### config.mk
export PLATFORM = sky130hd
export DESIGN_NAME = kcht_ctrl
export DESIGN_NICKNAME = d
export VERILOG_FILES = /design/src/rtl/kcht_pkg.sv /design/src/rtl/kcht_ctrl.sv
export SDC_FILE = /design/constraint.sdc
export NUM_CORES = 1
export LEC_CHECK = 0
export ABC_AREA = 1
export BUFFER_PORTS_ARGS = -buffer_cell sky130_fd_sc_hd__buf_2
export CAP_MARGIN = 20
export CORE_AREA = 2 2 181 166
export DETAILED_ROUTE_END_ITERATION = 12
export DIE_AREA = 0 0 183 168
export PLACE_DENSITY = 0.81
export SYNTH_ARGS = -nofsm -noshare
export SYNTH_HDL_FRONTEND = slang
export SYNTH_SLANG_ARGS = --single-unit
### constraint.sdc
create_clock -name clk -period 9 [get_ports clk]
set_input_delay 0.9 -clock clk [delete_from_list [all_inputs] [get_ports clk]]
set_output_delay 0.9 -clock clk [all_outputs]
set_load 0.01 [all_outputs]
### src/rtl/kcht_pkg.sv
// Package for the keyed count hash table: slot geometry, status codes,
// beat and memory-port types, home-slot function. No dependencies.
package kcht_pkg;

  localparam int NUM_SLOTS = 64;
  localparam int SLOT_W    = (NUM_SLOTS > 1) ? $clog2(NUM_SLOTS) : 1;

  localparam logic [1:0] ST_ADDED   = 2'd0;
  localparam logic [1:0] ST_NEW     = 2'd1;
  localparam logic [1:0] ST_FULL    = 2'd2;
  localparam logic [1:0] ST_IGNORED = 2'd3;

  typedef struct packed {
    logic [63:0] caller_address;
    logic [31:0] pages;
  } in_item_t;

  typedef struct packed {
    logic [1:0]  status;
    logic [5:0]  slot_index;
    logic [63:0] slot_total;
  } out_item_t;

  typedef struct packed {
    logic              rd_en;
    logic [SLOT_W-1:0] rd_addr;
    logic              wr_en;
    logic [SLOT_W-1:0] wr_addr;
    logic [63:0]       wr_key;
    logic [63:0]       wr_total;
  } mem_req_t;

  typedef struct packed {
    logic [63:0] key;
    logic [63:0] total;
  } mem_rsp_t;

  // key bits 8:3 reduced modulo NUM_SLOTS by restoring subtraction
  function automatic logic [SLOT_W-1:0] home_slot(input logic [63:0] key);
    int unsigned v;
    v = {26'd0, key[8:3]};
    for (int k = 5; k >= 0; k--) begin
      if (v >= (NUM_SLOTS << k)) begin
        v = v - (NUM_SLOTS << k);
      end
    end
    return SLOT_W'(v);
  endfunction

endpackage

### src/rtl/kcht_ctrl.sv
// Probe sequencer: linear probe one slot per cycle, read-modify-write of
// the slot store, result register on the out channel. Depends on kcht_pkg.
module kcht_ctrl
  import kcht_pkg::*;
(
  input  logic      clk,
  input  logic      rst_n,
  input  logic      in_valid,
  output logic      in_stall,
  input  in_item_t  in_data,
  output logic      out_valid,
  input  logic      out_stall,
  output out_item_t out_data,
  output mem_req_t  mem_req,
  input  mem_rsp_t  mem_rsp
);

  typedef enum logic [1:0] {S_IDLE, S_PROBE, S_DONE} state_t;

  state_t            state_r;
  logic [63:0]       key_r;
  logic [31:0]       cnt_r;
  logic [SLOT_W-1:0] pos_r;
  logic [SLOT_W-1:0] n_r;
  out_item_t         res_r;
  logic              out_valid_r;
  out_item_t         out_data_r;

  logic [SLOT_W-1:0] pos_nxt;
  logic [15:0]       pos_ext;
  logic [63:0]       sum;
  logic              hit;
  logic              empty;
  logic              last;

  assign pos_nxt = (pos_r == SLOT_W'(NUM_SLOTS - 1)) ? '0 : pos_r + 1'b1;
  assign pos_ext = 16'(pos_r);
  assign sum     = mem_rsp.total + {32'd0, cnt_r};
  assign hit     = (mem_rsp.key == key_r);
  assign empty   = (mem_rsp.key == 64'd0);
  assign last    = (n_r == SLOT_W'(NUM_SLOTS - 1));

  always_comb begin
    mem_req          = '0;
    mem_req.wr_addr  = pos_r;
    mem_req.wr_key   = key_r;
    mem_req.wr_total = hit ? sum : {32'd0, cnt_r};
    mem_req.rd_addr  = pos_nxt;
    case (state_r)
      S_IDLE: begin
        mem_req.rd_addr = home_slot(in_data.caller_address);
        mem_req.rd_en   = in_valid && (in_data.caller_address != 64'd0);
      end
      S_PROBE: begin
        mem_req.wr_en = hit || empty;
        mem_req.rd_en = !hit && !empty && !last;
      end
      default: begin
        mem_req.rd_en = 1'b0;
      end
    endcase
  end

  always_ff @(posedge clk) begin
    if (!rst_n) begin
      state_r     <= S_IDLE;
      out_valid_r <= 1'b0;
    end else begin
      if (out_valid_r && !out_stall && (state_r != S_DONE)) begin
        out_valid_r <= 1'b0;
      end
      case (state_r)
        S_IDLE: begin
          if (in_valid) begin
            key_r <= in_data.caller_address;
            cnt_r <= in_data.pages;
            pos_r <= home_slot(in_data.caller_address);
            n_r   <= '0;
            if (in_data.caller_address == 64'd0) begin
              res_r   <= '{status: ST_IGNORED, slot_index: 6'd0, slot_total: 64'd0};
              state_r <= S_DONE;
            end else begin
              state_r <= S_PROBE;
            end
          end
        end
        S_PROBE: begin
          if (hit) begin
            res_r   <= '{status: ST_ADDED, slot_index: pos_ext[5:0], slot_total: sum};
            state_r <= S_DONE;
          end else if (empty) begin
            res_r   <= '{status: ST_NEW, slot_index: pos_ext[5:0],
                        slot_total: {32'd0, cnt_r}};
            state_r <= S_DONE;
          end else if (last) begin
            res_r   <= '{status: ST_FULL, slot_index: 6'd0, slot_total: 64'd0};
            state_r <= S_DONE;
          end else begin
            pos_r <= pos_nxt;
            n_r   <= n_r + 1'b1;
          end
        end
        S_DONE: begin
          if (!out_valid_r || !out_stall) begin
            out_valid_r <= 1'b1;
            out_data_r  <= res_r;
            state_r     <= S_IDLE;
          end
        end
        default: begin
          state_r <= S_IDLE;
        end
      endcase
    end
  end

  assign in_stall  = (state_r != S_IDLE);
  assign out_valid = out_valid_r;
  assign out_data  = out_data_r;

endmodule

==> metrics.md, run 1 <==
| Metric | Value |
|---|---|
| Most common cell in the netlist | `nand2_1` |
| Syn Std Cell Area | `between 0.015 and 0.02 mm²` |
| Setup violators final | `0` |
| Hold-fix buffers, CTS | `0` |
| Worst r2r dst | `pos_r[3]` |
| Worst R2R Path Depth | `12` |
| Die area | `between 0.03 and 0.04 mm²` |
| Setup bufs post-CTS | `0` |
| Reg-to-reg critical path startpoint | `key_r[41]` |
| CORE AREA | `0.0291 mm²` |
| IO Port Bufs | `around 440` |
| Warnings from Yosys | `0` |
| Post-synth EDFFs | `252` |
| I/O pin cnt | `444` |
| CP max FO | `between 60 and 70` |
| Height of the die | `168 µm` |
| Routability cong. | `a little over 1` |
| Total track usage | `0.350` |
| Top-area cell type share of the netlist area | `0.502` |
| Initial core utilization | `0.518` |
| Rows | `60` |
| DRC Markers | `0` |
| Reg2reg setup slack | `between 5 and 6 ns` |
| Total CTS buffers | `27` |
| Final wirelength | `between 50000 and 60000 µm` |
| Reg area | `roughly 0.0076 mm²` |
| Peak supply drop | `roughly 0.00014 V` |
| Main flop type after synthesis | `edfxtp_1` |
| Sequential share of the synthesized area | `0.506` |
| RSZ-0062 raised after global routing | `no` |
| Syn-to-layout area delta | `23.1%` |
| Status | `finished clean` |
| Drt initial violations | `between 1000 and 1500` |
| Async SR Flop Fraction | `0` |
| Final Max Slew Viols | `0` |
| H-tree lvl count | `1` |
| Crit share post-route | `0.463` |
| CP Class | `reg2out` |
| DR vias | `roughly 15000` |
| Leak | `about 9.0 nW` |
| Syn_area_per_cell | `between 8 and 9 µm²` |
| Area leader, netlist | `edfxtp_1` |
| Setup crit end | `mem_req[28]` |
| Pre-antenna DRT Iters | `6` |
| Hpwl dp | `44400 µm` |
| Routed len/inst | `between 20 and 25 µm` |
| ANT nets after route | `0` |
| Syn Inst Count | `between 1500 and 2000` |
| Max_cap viols | `0` |
| Setup tns final | `0 ns` |
| Classification of the worst-slack hold path | `reg2reg` |
| WP data required | `slightly above 8 ns` |
| GRT overflow | `0` |
| Area of the multi-input gates | `0.00623 mm²` |
| Distinct cells, synth | `36` |
| Min Tclk post-route | `4.17 ns` |
| Resized cells post-CTS | `0` |
| Nets | `between 2000 and 3000` |
| Worst relative slew slack | `0.274` |
| First-pass GRT wire length | `81100 µm` |
| Vias in the first global route | `roughly 14000` |
| Filler cell count | `2515` |
| Largest net degree at the start of global routing | `73` |
| Commonest cells in the netlist | `nand2_1, inv_1, edfxtp_1, nor2_1, nand3_1` |
| Clk Latency, worst-skew pair | `0.56 ns` |
| WP data arrival | `about 3.3 ns` |
| Die width | `between 150 and 200 µm` |
| Actual slew at the worst max-slew pin | `1.09 ns` |
| PD cells | `157 mW/mm²` |
| Antenna violations before repair | `10` |
| CP Capture Type | `output port` |
| Critical Path Source | `key_r[41]` |
| CTS tree | `yes` |
| Synthesized flop and latch total | `around 260` |
| CTS sink count | `~260` |
| Clock transition at path regs | `about 0.06 ns` |
| Final Hold Viols | `0` |
| Max Freq | `about 0.24 GHz` |
| Layout cell share with drive strength beyond 1 | `0.218` |
| Final Skew | `approximately 0.019 ns` |
| Syn nets | `2146` |
| Utilization after layout | `0.637` |
| Startpoint Class | `flip-flop` |
| Via density | `5.41` |
| Clk buf depth | `3` |
| Synth area leaders | `edfxtp_1, nand2_1, inv_1` |
| CTS root buffer | `clkbuf_16` |
## stage by stage
step	setup WS [ns]	cell area, µm²	cells	hold WS (ns)	power, mW
2_1_floorplan	0.858	15100	1883	0.400	1.65
3_3_place_gp	4.95	17700	2681	0.400	1.84
3_5_place_dp	4.88	17700	2681	0.405	1.85
4_1_cts	4.89	18500	2731	0.420	2.91
5_1_grt	4.63	18600	2739	0.424	3.00
6_report	4.83	18600	2740	0.419	2.92
## placed cells by master, fill, tap and decap left out, drive strengths merged
| master | synthesis | layout |
|---|---|---|
| nand3b | 19 | 19 |
| nand4 | 29 | 29 |
| xor2 | 45 | 45 |
| inv | 293 | 295 |
| clkinv | 1 | 16 |
| diode | 0 | 9 |
| fa | 1 | 1 |
| nor4 | 7 | 7 |
| and3 | 1 | 1 |
| buf | 15 | 450 |
| edfxtp | 252 | 252 |
| nand3 | 128 | 128 |
| o21ai | 43 | 43 |
| a21boi | 1 | 1 |
| ha | 34 | 34 |
| nor2 | 256 | 256 |
| xnor2 | 35 | 35 |
| o22ai | 1 | 1 |
| a21oi | 59 | 59 |
| dfxtp | 3 | 3 |
| o211ai | 1 | 1 |
| o21bai | 3 | 3 |
| and3b | 1 | 1 |
| bufinv | 0 | 2 |
| or2 | 2 | 2 |
| nand2 | 623 | 623 |
| a31oi | 1 | 1 |
| nor3 | 20 | 20 |
| clkbuf | 9 | 31 |
## registers in the layout (all words and copies together), names as in the netlist
register   count
state_r        2
out_valid      1
cnt_r         32
res_r         72
n_r            6
pos_r          6
key_r         64
out_data      72
## metal layers
metal / share of wire / track usage / up-vias / wire length (µm)
met5: 0 / 0 / - / 0
met3: 0.11 / 0.0666 / 112 / 5840
met1: 0.43 / 0.511 / 6838 / 23900
li1: - / - / 6960 / -
met2: 0.43 / 0.532 / 912 / 24000
met4: 0.029 / 0.103 / 0 / 1630
## critical path, cell delays in order (launching register included)
cell and delay, ns:
edfxtp_1 0.51, xor2_1 0.20, nor2_1 0.36, nand3_1 0.13, nor2_1 0.15, nand2_1 0.11
nor2_4 0.08, buf_4 0.63, nand3_1 0.27, nand2_1 0.13, buf_2 0.14
## cell families (layout without fill, tap and decap cells)
family,Yosys count,count (layout),synth area share
buf+inv,318,794,0.0821
compound gates,109,109,0.0377
flops,255,255,0.506
xor+xnor,80,80,0.0465
simple gates,1086,1086,0.298
fa+ha+maj,35,35,0.0295
other cells,0,9,0
## area by class of cell
type / instances / area share
tap: 372 / 0.0251
clock buffer: 31 / 0.0372
antenna: 9 / 0.00121
inverter: 294 / 0.0595
clock inverter: 19 / 0.00775
timing repair buffer: 450 / 0.122
sequential: 255 / 0.411
multi-input combinational: 1310 / 0.336
## worst min path at each step
stage	cells past startpoint	endpoint	from	slack, ns
6_report	0	out_data[21]	res_r[21]	0.42
5_1_grt	0	out_data[54]	res_r[54]	0.42
4_1_cts	0	out_data[21]	res_r[21]	0.42
3_5_place_dp	0	out_data[14]	res_r[14]	0.40
3_3_place_gp	0	out_data[29]	res_r[29]	0.40
2_1_floorplan	0	out_data[0]	res_r[0]	0.40
## report_power, final
part	leakage, nW	switching [mW]	internal, mW
combinational	6.28	0.316	0.151
sequential	2.35	0.0270	1.35
clock	0.417	0.469	0.606
total	9.05	0.811	2.11
No activity file was read; power rests on OpenSTA's default activity.
==> inputs of run 2 (changes only) <==
==> constraint.sdc (replaced) <==
create_clock -name clk -period 3.9 [get_ports clk]
set_input_delay 0.39 -clock clk [delete_from_list [all_inputs] [get_ports clk]]
set_output_delay 0.39 -clock clk [all_outputs]
set_load 0.01 [all_outputs]
==> run 2 against run 1 <==
Worst hold slack got worse by 0.41 ns. Critical path depth rose by 1. Sequential share of layout area fell by 0.30 points. Register-to-register slack got worse by 4.5 ns. Largest power group unchanged.
==> metrics.md, run 2 (synthesis results as in run 1) <==
| Metric | Value |
|---|---|
| Final wirelength | `55300 µm (-0.25%)` |
| Routed len/inst | `20.2 µm (-0.40%)` |
| RSZ-0062 raised after global routing | `no` |
| Total power | `6.84 mW (+130%)` |
| CP Class | `reg2out` |
| Clk buf depth | `3 (unchanged)` |
| Placed Cells | `2686 (+0.19%)` |
| Crit share post-route | `0.933` |
| Clk Latency, worst-skew pair | `0.55 ns (about the same)` |
| Die area | `0.0307 mm² (unchanged)` |
| Reg-to-reg critical path startpoint | `key_r[31]` |
| Clock transition at path regs | `0.07 ns (about the same)` |
| WP data required | `3.51 ns (-4.59 ns)` |
| CTS tree | `yes` |
| Setup tns final | `0 ns (unchanged)` |
| Largest net degree at the start of global routing | `73 (unchanged)` |
| Initial core utilization | `0.518 (unchanged)` |
| Vias in the first global route | `14000 (+0.46%)` |
| Actual slew at the worst max-slew pin | `1.05 ns (-0.0362 ns)` |
| GRT overflow | `0 (unchanged)` |
| Antenna violations before repair | `7 (-3)` |
| Pre-antenna DRT Iters | `6 (unchanged)` |
| Setup bufs post-CTS | `0 (unchanged)` |
| Placed instance area | `0.0178 mm² (+0.46%)` |
| CP Depth | `11 (+1)` |
| I/O pin cnt | `444 (unchanged)` |
| Hold-fix buffers, CTS | `0 (unchanged)` |
| Total CTS buffers | `27 (unchanged)` |
| Resized cells post-CTS | `0 (unchanged)` |
| First-pass GRT wire length | `80900 µm (-0.21%)` |
| Final Skew | `0.0119 ns (-0.00682 ns)` |
| DR vias | `14900 (+0.76%)` |
| Cell Chain, Critical Path | `ha_1 -> nand2_1 -> nand2_1 -> inv_1 -> o21ai_0 -> a21oi_1 -> nor2_1 -> o21ai_0 -> nand3_1 -> a21oi_1 -> buf_2` |
| Max Freq | `around 0.27 GHz` |
| Hold path cells | `1 (+1)` |
| Syn-to-layout area delta | `24.0%` |
| CP Buf/Inv Count | `2 (unchanged)` |
| ANT nets after route | `0 (unchanged)` |
| Slowest CP cell | `o21ai_0` |
| Max_cap viols | `0 (unchanged)` |
| CORE AREA | `0.0291 mm² (unchanged)` |
| CTS sink count | `255 (unchanged)` |
| Reg2reg setup slack | `0.93 ns (-4.51 ns)` |
| Worst R2R Path Depth | `12 (unchanged)` |
| Layout cell share with drive strength beyond 1 | `0.222 (+0.00386)` |
| Worst path max stage delay | `0.57 ns (-0.06 ns)` |
| Filler cell count | `2510 (-0.20%)` |
| Hpwl dp | `44900 µm (+0.96%)` |
| CP max FO | `5 (-92%)` |
| DRC Markers | `0 (unchanged)` |
| Post-route cell area | `0.0187 mm² (+0.73%)` |
| Routability cong. | `1.02 (-1.5%)` |
| Most frequent cells in the layout | `nand2_1, buf_2, inv_1` |
| Leak | `9.10 nW (+0.54%)` |
| WP data arrival | `3.25 ns (-0.02 ns)` |
| Finished Layout Cells | `2744 (+0.15%)` |
| Total track usage | `0.350 (about the same)` |
| Utilization after layout | `0.642 (+0.00464)` |
| PD cells | `366 mW/mm² (+130%)` |
| Final Hold Viols | `0 (unchanged)` |
| Die width | `183 µm (unchanged)` |
| IO Port Bufs | `443 (unchanged)` |
| H-tree lvl count | `1 (unchanged)` |
| Height of the die | `168 µm (unchanged)` |
| Via density | `5.44 (+0.62%)` |
| Worst relative slew slack | `0.298 (+0.0242)` |
| CP Capture Type | `output port` |
| Status | `finished clean` |
| Worst r2r dst | `res_r[51]` |
| Nets | `2606 (+0.19%)` |
| Rows | `60 (unchanged)` |
| Peak supply drop | `0.000410 V (+200%)` |
| Setup crit end | `mem_req[55]` |
| Top delay family on crit path | `compound AO/OA/AOI/OAI gates` |
| Critical Path Source | `cnt_r[28]` |
| Classification of the worst-slack hold path | `in2reg` |
| Setup violators final | `0 (unchanged)` |
| Startpoint Class | `flip-flop` |
| CTS root buffer | `clkbuf_16` |
| Leading cell type in the layout, fill and taps excluded | `nand2_1` |
| Drt initial violations | `1764 (+20%)` |
| Final Max Slew Viols | `0 (unchanged)` |
| Min Tclk post-route | `around 3.6 ns` |
-- run 2: worst register-to-register path: stages, from the launching register on --
cell and delay (ns):
edfxtp_1 0.43, xnor2_1 0.25, inv_1 0.08, nor2_1 0.11, nand2_1 0.07, nor2_1 0.10
nand2_1 0.09, nor2_1 0.14, nand2_2 0.42, nand2_1 0.30, nand3b_1 0.14, inv_2 0.09
buf_12 0.36
-- run 2: through the flow --
stage	worst slack, ns	hold slack, ns
6_report	0.260	0.00917
5_1_grt	0.0379	0.00568
4_1_cts	0.398	0.000262
3_5_place_dp	0.891	0.405
3_3_place_gp	0.904	0.401
2_1_floorplan	0.532	0.400
-- run 2: final cells by class --
class                      instances  area (µm²)  share of cell area
multi-input combinational       1310        6240               0.334
tap                              372         465              0.0249
sequential                       255        7630               0.408
clock inverter                    19         201              0.0108
inverter                         294        1100              0.0590
antenna                            9        22.5             0.00120
clock buffer                      30         687              0.0367
timing repair buffer             455        2340               0.125
-- run 2: worst min-delay path by stage --
stage                     start      endpoint  slack [ns]
global route        in_data[12]     cnt_r[12]       0.006
detailed placement    res_r[10]  out_data[10]        0.40
global placement      res_r[28]  out_data[28]        0.40
floorplan              res_r[0]   out_data[0]        0.40
CTS                 in_data[16]     cnt_r[16]      0.0003
finish              in_data[25]     cnt_r[25]       0.009
-- run 2: power breakdown --
part / total (mW) / internal [mW] / switching, mW / leakage [nW]
logic: 1.08 / 0.357 / 0.720 / 6.32
clock network: 2.58 / 1.48 / 1.11 / 0.430
registers: 3.18 / 3.11 / 0.0622 / 2.35
total: 6.84 / 4.95 / 1.89 / 9.10
-- run 2: metal layers --
layer  share of wire  GRT usage
met3            0.11     0.0686
met1            0.42      0.506
met2            0.44      0.536
met5               0          0
met4           0.031      0.108
==> inputs of run 3 (changes only) <==
==> config.mk (replaced) <==
export PLATFORM = sky130hd
export DESIGN_NAME = kcht_ctrl
export DESIGN_NICKNAME = d
export VERILOG_FILES = /design/src/rtl/kcht_pkg.sv /design/src/rtl/kcht_ctrl.sv
export SDC_FILE = /design/constraint.sdc
export NUM_CORES = 1
export LEC_CHECK = 0
export BUFFER_PORTS_ARGS = -buffer_cell sky130_fd_sc_hd__buf_2
export CAP_MARGIN = 20
export CORE_AREA = 2 2 175 177
export DETAILED_ROUTE_END_ITERATION = 12
export DIE_AREA = 0 0 177 179
export PLACE_DENSITY = 0.74
export SYNTH_ARGS = -nofsm -noshare
export SYNTH_HDL_FRONTEND = slang
export SYNTH_SLANG_ARGS = --single-unit
==> run 3 against run 2 <==
Sequential share of layout area is 4.4 points higher. Worst hold slack better by 0.024 ns. Non-clock buffer count is 44 higher. Area after synthesis is 17% lower. First-iteration DRC count is 46% lower. Worst setup slack worse by 0.17 ns. Core utilization is 8.0 points lower. Final cell count is 29% lower. Sequential power is 1% higher. Critical endpoint is now mem_req[28]. Total power is 1.0% higher. Combinational power is 11% lower. Critical path depth stayed put.
==> metrics.md, run 3 <==
| Metric | Value |
|---|---|
| Setup tns final | `0 ns (unchanged)` |
| Mux contribution to synthesized area | `0.00887 (+0.00887)` |
| Power share of the combinational group | `0.140 (-0.018)` |
| Area of the multi-input gates | `0.00497 mm² (-20%)` |
| Most common cell in the netlist | `edfxtp_1` |
| Drt initial violations | `957 (-46%)` |
| Worst path max stage delay | `0.39 ns (-0.18 ns)` |
| XOR/XNOR share of the synthesized area | `0.0865 (+0.0401)` |
| Synthesized flop and latch total | `255 (unchanged)` |
| Slowest CP cell | `edfxtp_1` |
| Rows | `64 (+6.7%)` |
| Psw | `1.76 mW (-6.7%)` |
| Syn Std Cell Area | `0.0125 mm² (-17%)` |
| Post-synth EDFFs | `252 (unchanged)` |
| Actual slew at the worst max-slew pin | `0.950 ns (-0.103 ns)` |
| Net Sw Frac | `0.255 (-0.0212)` |
| Largest family of logic cells by synthesized area | `simple AND/OR/NAND/NOR gates` |
| Die width | `177 µm (-3.3%)` |
| DRC Markers | `0 (unchanged)` |
| Setup violators final | `0 (unchanged)` |
| Async SR Flop Fraction | `0 (unchanged)` |
| Routed len/inst | `21.6 µm (+7.0%)` |
| I/O pin cnt | `444 (unchanged)` |
| H-tree lvl count | `1 (unchanged)` |
| Worst setup margin | `0.0874 ns (-0.172 ns)` |
| Total track usage | `0.249 (-0.101)` |
| Clock transition at path regs | `0.06 ns (about the same)` |
| CP Class | `reg2out` |
| Synth Area in Simple Gates | `0.146 (-0.152)` |
| Max Freq | `0.262 GHz (-4.5%)` |
| Final Skew | `0.0192 ns (+0.00725 ns)` |
| Nets | `1792 (-31%)` |
| Status | `finished clean` |
| Hpwl dp | `31700 µm (-29%)` |
| Int Power | `5.15 mW (+4.0%)` |
| RSZ-0062 raised after global routing | `yes` |
| Synth area leaders | `edfxtp_1, xnor2_1, ha_1` |
| Place WS | `0.238 ns (-0.653 ns)` |
| CORE AREA | `0.0300 mm² (+3.1%)` |
| Post-synthesis compound-gate area fraction | `0.0992 (+0.0615)` |
| Sequential fraction of design power | `0.466 (about the same)` |
| Top-area cell type share of the netlist area | `0.603 (+0.101)` |
| Sequential share of the synthesized area | `0.608 (+0.102)` |
| CTS tree | `yes` |
| Pre-antenna DRT Iters | `5 (-1)` |
| Main flop type after synthesis | `edfxtp_1` |
| Startpoint Class | `flip-flop` |
| Filler cell count | `2518 (+0.32%)` |
| Vias in the first global route | `10000 (-28%)` |
| Synth Area in Adders | `0.0355 (+0.00596)` |
| Largest net degree at the start of global routing | `61 (-16%)` |
| Die area | `0.0317 mm² (+3.1%)` |
| Distinct cells, synth | `66 (+83%)` |
| CP Capture Type | `output port` |
| Leak | `6.51 nW (-28%)` |
| WP data arrival | `3.42 ns (+0.17 ns)` |
| Max_cap viols | `0 (unchanged)` |
| Peak supply drop | `0.000372 V (-9.3%)` |
| Worst R2R Path Depth | `12 (unchanged)` |
| Placed instance area | `0.0153 mm² (-14%)` |
| Routability cong. | `0.996 (-2.2%)` |
| Hold path cells | `1 (unchanged)` |
| Warnings from Yosys | `0 (unchanged)` |
| Total CTS buffers | `30 (+11%)` |
| Cell Chain, Critical Path | `ha_2 -> fa_2 -> a21o_1 -> a221oi_4 -> o211ai_2 -> a21oi_4 -> nor4_2 -> o31ai_2 -> a21oi_2 -> o31ai_2 -> buf_2` |
| DR vias | `10500 (-29%)` |
| Area leader, netlist | `edfxtp_1` |
| Commonest cells in the netlist | `edfxtp_1, nand2_1, xnor2_1` |
| Final Hold Viols | `0 (unchanged)` |
| Antenna violations before repair | `2 (-5)` |
| WP data required | `3.51 ns (about the same)` |
| Classification of the worst-slack hold path | `in2reg` |
| Syn nets | `1293 (-40%)` |
| ANT nets after route | `0 (unchanged)` |
| Height of the die | `179 µm (+6.5%)` |
| Layout cell share with drive strength beyond 1 | `0.370 (+0.148)` |
| Post-route cell area | `0.0169 mm² (-9.8%)` |
| Clk buf depth | `3 (unchanged)` |
| Utilization after layout | `0.562 (-0.0802)` |
| CTS root buffer | `clkbuf_16` |
| GRT overflow | `0 (unchanged)` |
| Initial core utilization | `0.418 (-0.0998)` |
| First-pass GRT wire length | `59100 µm (-27%)` |
| Crit share post-route | `0.978 (+0.0442)` |
| IO Port Bufs | `443 (unchanged)` |
| CP max FO | `4 (-1)` |
| PD cells | `410 mW/mm² (+12%)` |
| Worst path most repeated cell | `o31ai_2` |
| Syn Inst Count | `1030 (-45%)` |
| Syn_area_per_cell | `12.2 µm² (+52%)` |
| Via density | `5.41 (-0.61%)` |
| Worst relative slew slack | `0.367 (+0.0690)` |
| Total power | `6.91 mW (+1.0%)` |
| Final Max Slew Viols | `0 (unchanged)` |
| Syn-to-layout area delta | `34.4%` |
| Leading cell type in the layout, fill and taps excluded | `buf_2` |
| Clk Latency, worst-skew pair | `0.56 ns (about the same)` |
| Min Tclk post-route | `3.81 ns (+0.172 ns)` |
| Final wirelength | `42000 µm (-24%)` |
| CTS sink count | `255 (unchanged)` |
| Reg area | `0.00763 mm² (unchanged)` |
| Most frequent cells in the layout | `buf_2, edfxtp_1, nand2_1` |
| Clock group share of total power | `0.394 (+0.016)` |
run 3: changes by cell type in the layout (fill, tap and decap cells not counted), moves of 15 or more:
cell | before | now
and3_1 | 1 | 18
nand2b_1 | 0 | 19
o21ai_0 | 43 | 24
inv_1 | 290 | 13
a21o_1 | 0 | 15
dlygate4sd3_1 | 0 | 29
nor4_1 | 7 | 38
xor2_1 | 45 | 25
nor2_1 | 251 | 97
xnor2_1 | 35 | 99
nand2_1 | 620 | 111
nand3_1 | 119 | 18
nand3b_1 | 19 | 1
run 3: critical path, delay by kind of cell, from the launching register on:
family	cells	cell delay, ns
adder cells (fa/ha/maj)	2	0.57
AND/OR/NAND/NOR	1	0.10
AO/OA/AOI/OAI	7	1.61
flip-flops	1	0.39
buffers and inverters	1	0.19
run 3: final cells by class:
cell class	count	area share
Tap cell	396	0.0294
Timing Repair Buffer	499	0.164
Clock buffer	37	0.0461
Antenna cell	2	0.000297
Clock inverter	18	0.0102
Multi-Input combinational cell	729	0.295
Sequential cell	255	0.452
Inverter	14	0.00312
run 3: power by group through the flow:
stage	Clock [mW]	Combinational [mW]	Sequential, mW
3_5_place_dp	0	0.875	3.27
3_3_place_gp	0	0.868	3.27
5_1_grt	2.89	1.03	3.23
6_report	2.72	0.966	3.22
4_1_cts	2.78	0.914	3.22
2_1_floorplan	0	0.449	3.29
run 3: stage by stage:
stage / instances / hold WS [ns]
2_1_floorplan: 1030 / 0.400
3_3_place_gp: 1849 / 0.400
3_5_place_dp: 1849 / 0.405
4_1_cts: 1939 / 0.00133
5_1_grt: 1949 / 0.00770
6_report: 1950 / 0.0337
run 3: final timing paths:
| kind | endpoint | slack (ns) | start |
|---|---|---|---|
| worst max register to register | res_r[42] | 0.83 | cnt_r[0] |
| worst max-delay path | mem_req[28] | 0.09 | cnt_r[0] |
| worst min-delay path | key_r[60] | 0.03 | in_data[92] |
| worst min register to register | out_data[17] | 0.41 | res_r[17] |
run 3: layer usage:
layer,share of wire,routed length [µm],vias to the layer above,global-route usage
met2,0.47,19800,489,0.397
met4,0.021,883,0,0.0596
met1,0.42,17700,5130,0.346
met5,0,0,-,0
met3,0.088,3680,60,0.0570
li1,-,-,4870,-
run 3: what timing repair did:
item / 4_1_cts / 5_1_grt
setup endpoints to repair: 34 / 45
setup buffers: 7 / 8
hold buffers: 28 / 1
pin swaps: 14 / 11
endpoints found under the hold margin: 28 / 1
gates resized for setup: 6 / 35
run 3: kinds of logic (layout without fill, tap and decap cells):
logic type,Yosys count,count (layout)
AOI/OAI and AO/OA,185,185
xor gates and xnor gates,124,124
adders and majority gates,35,35
buffers and inverters,46,568
DFF,255,255
muxes,10,10
other,0,2
and+or+nand+nor,375,375
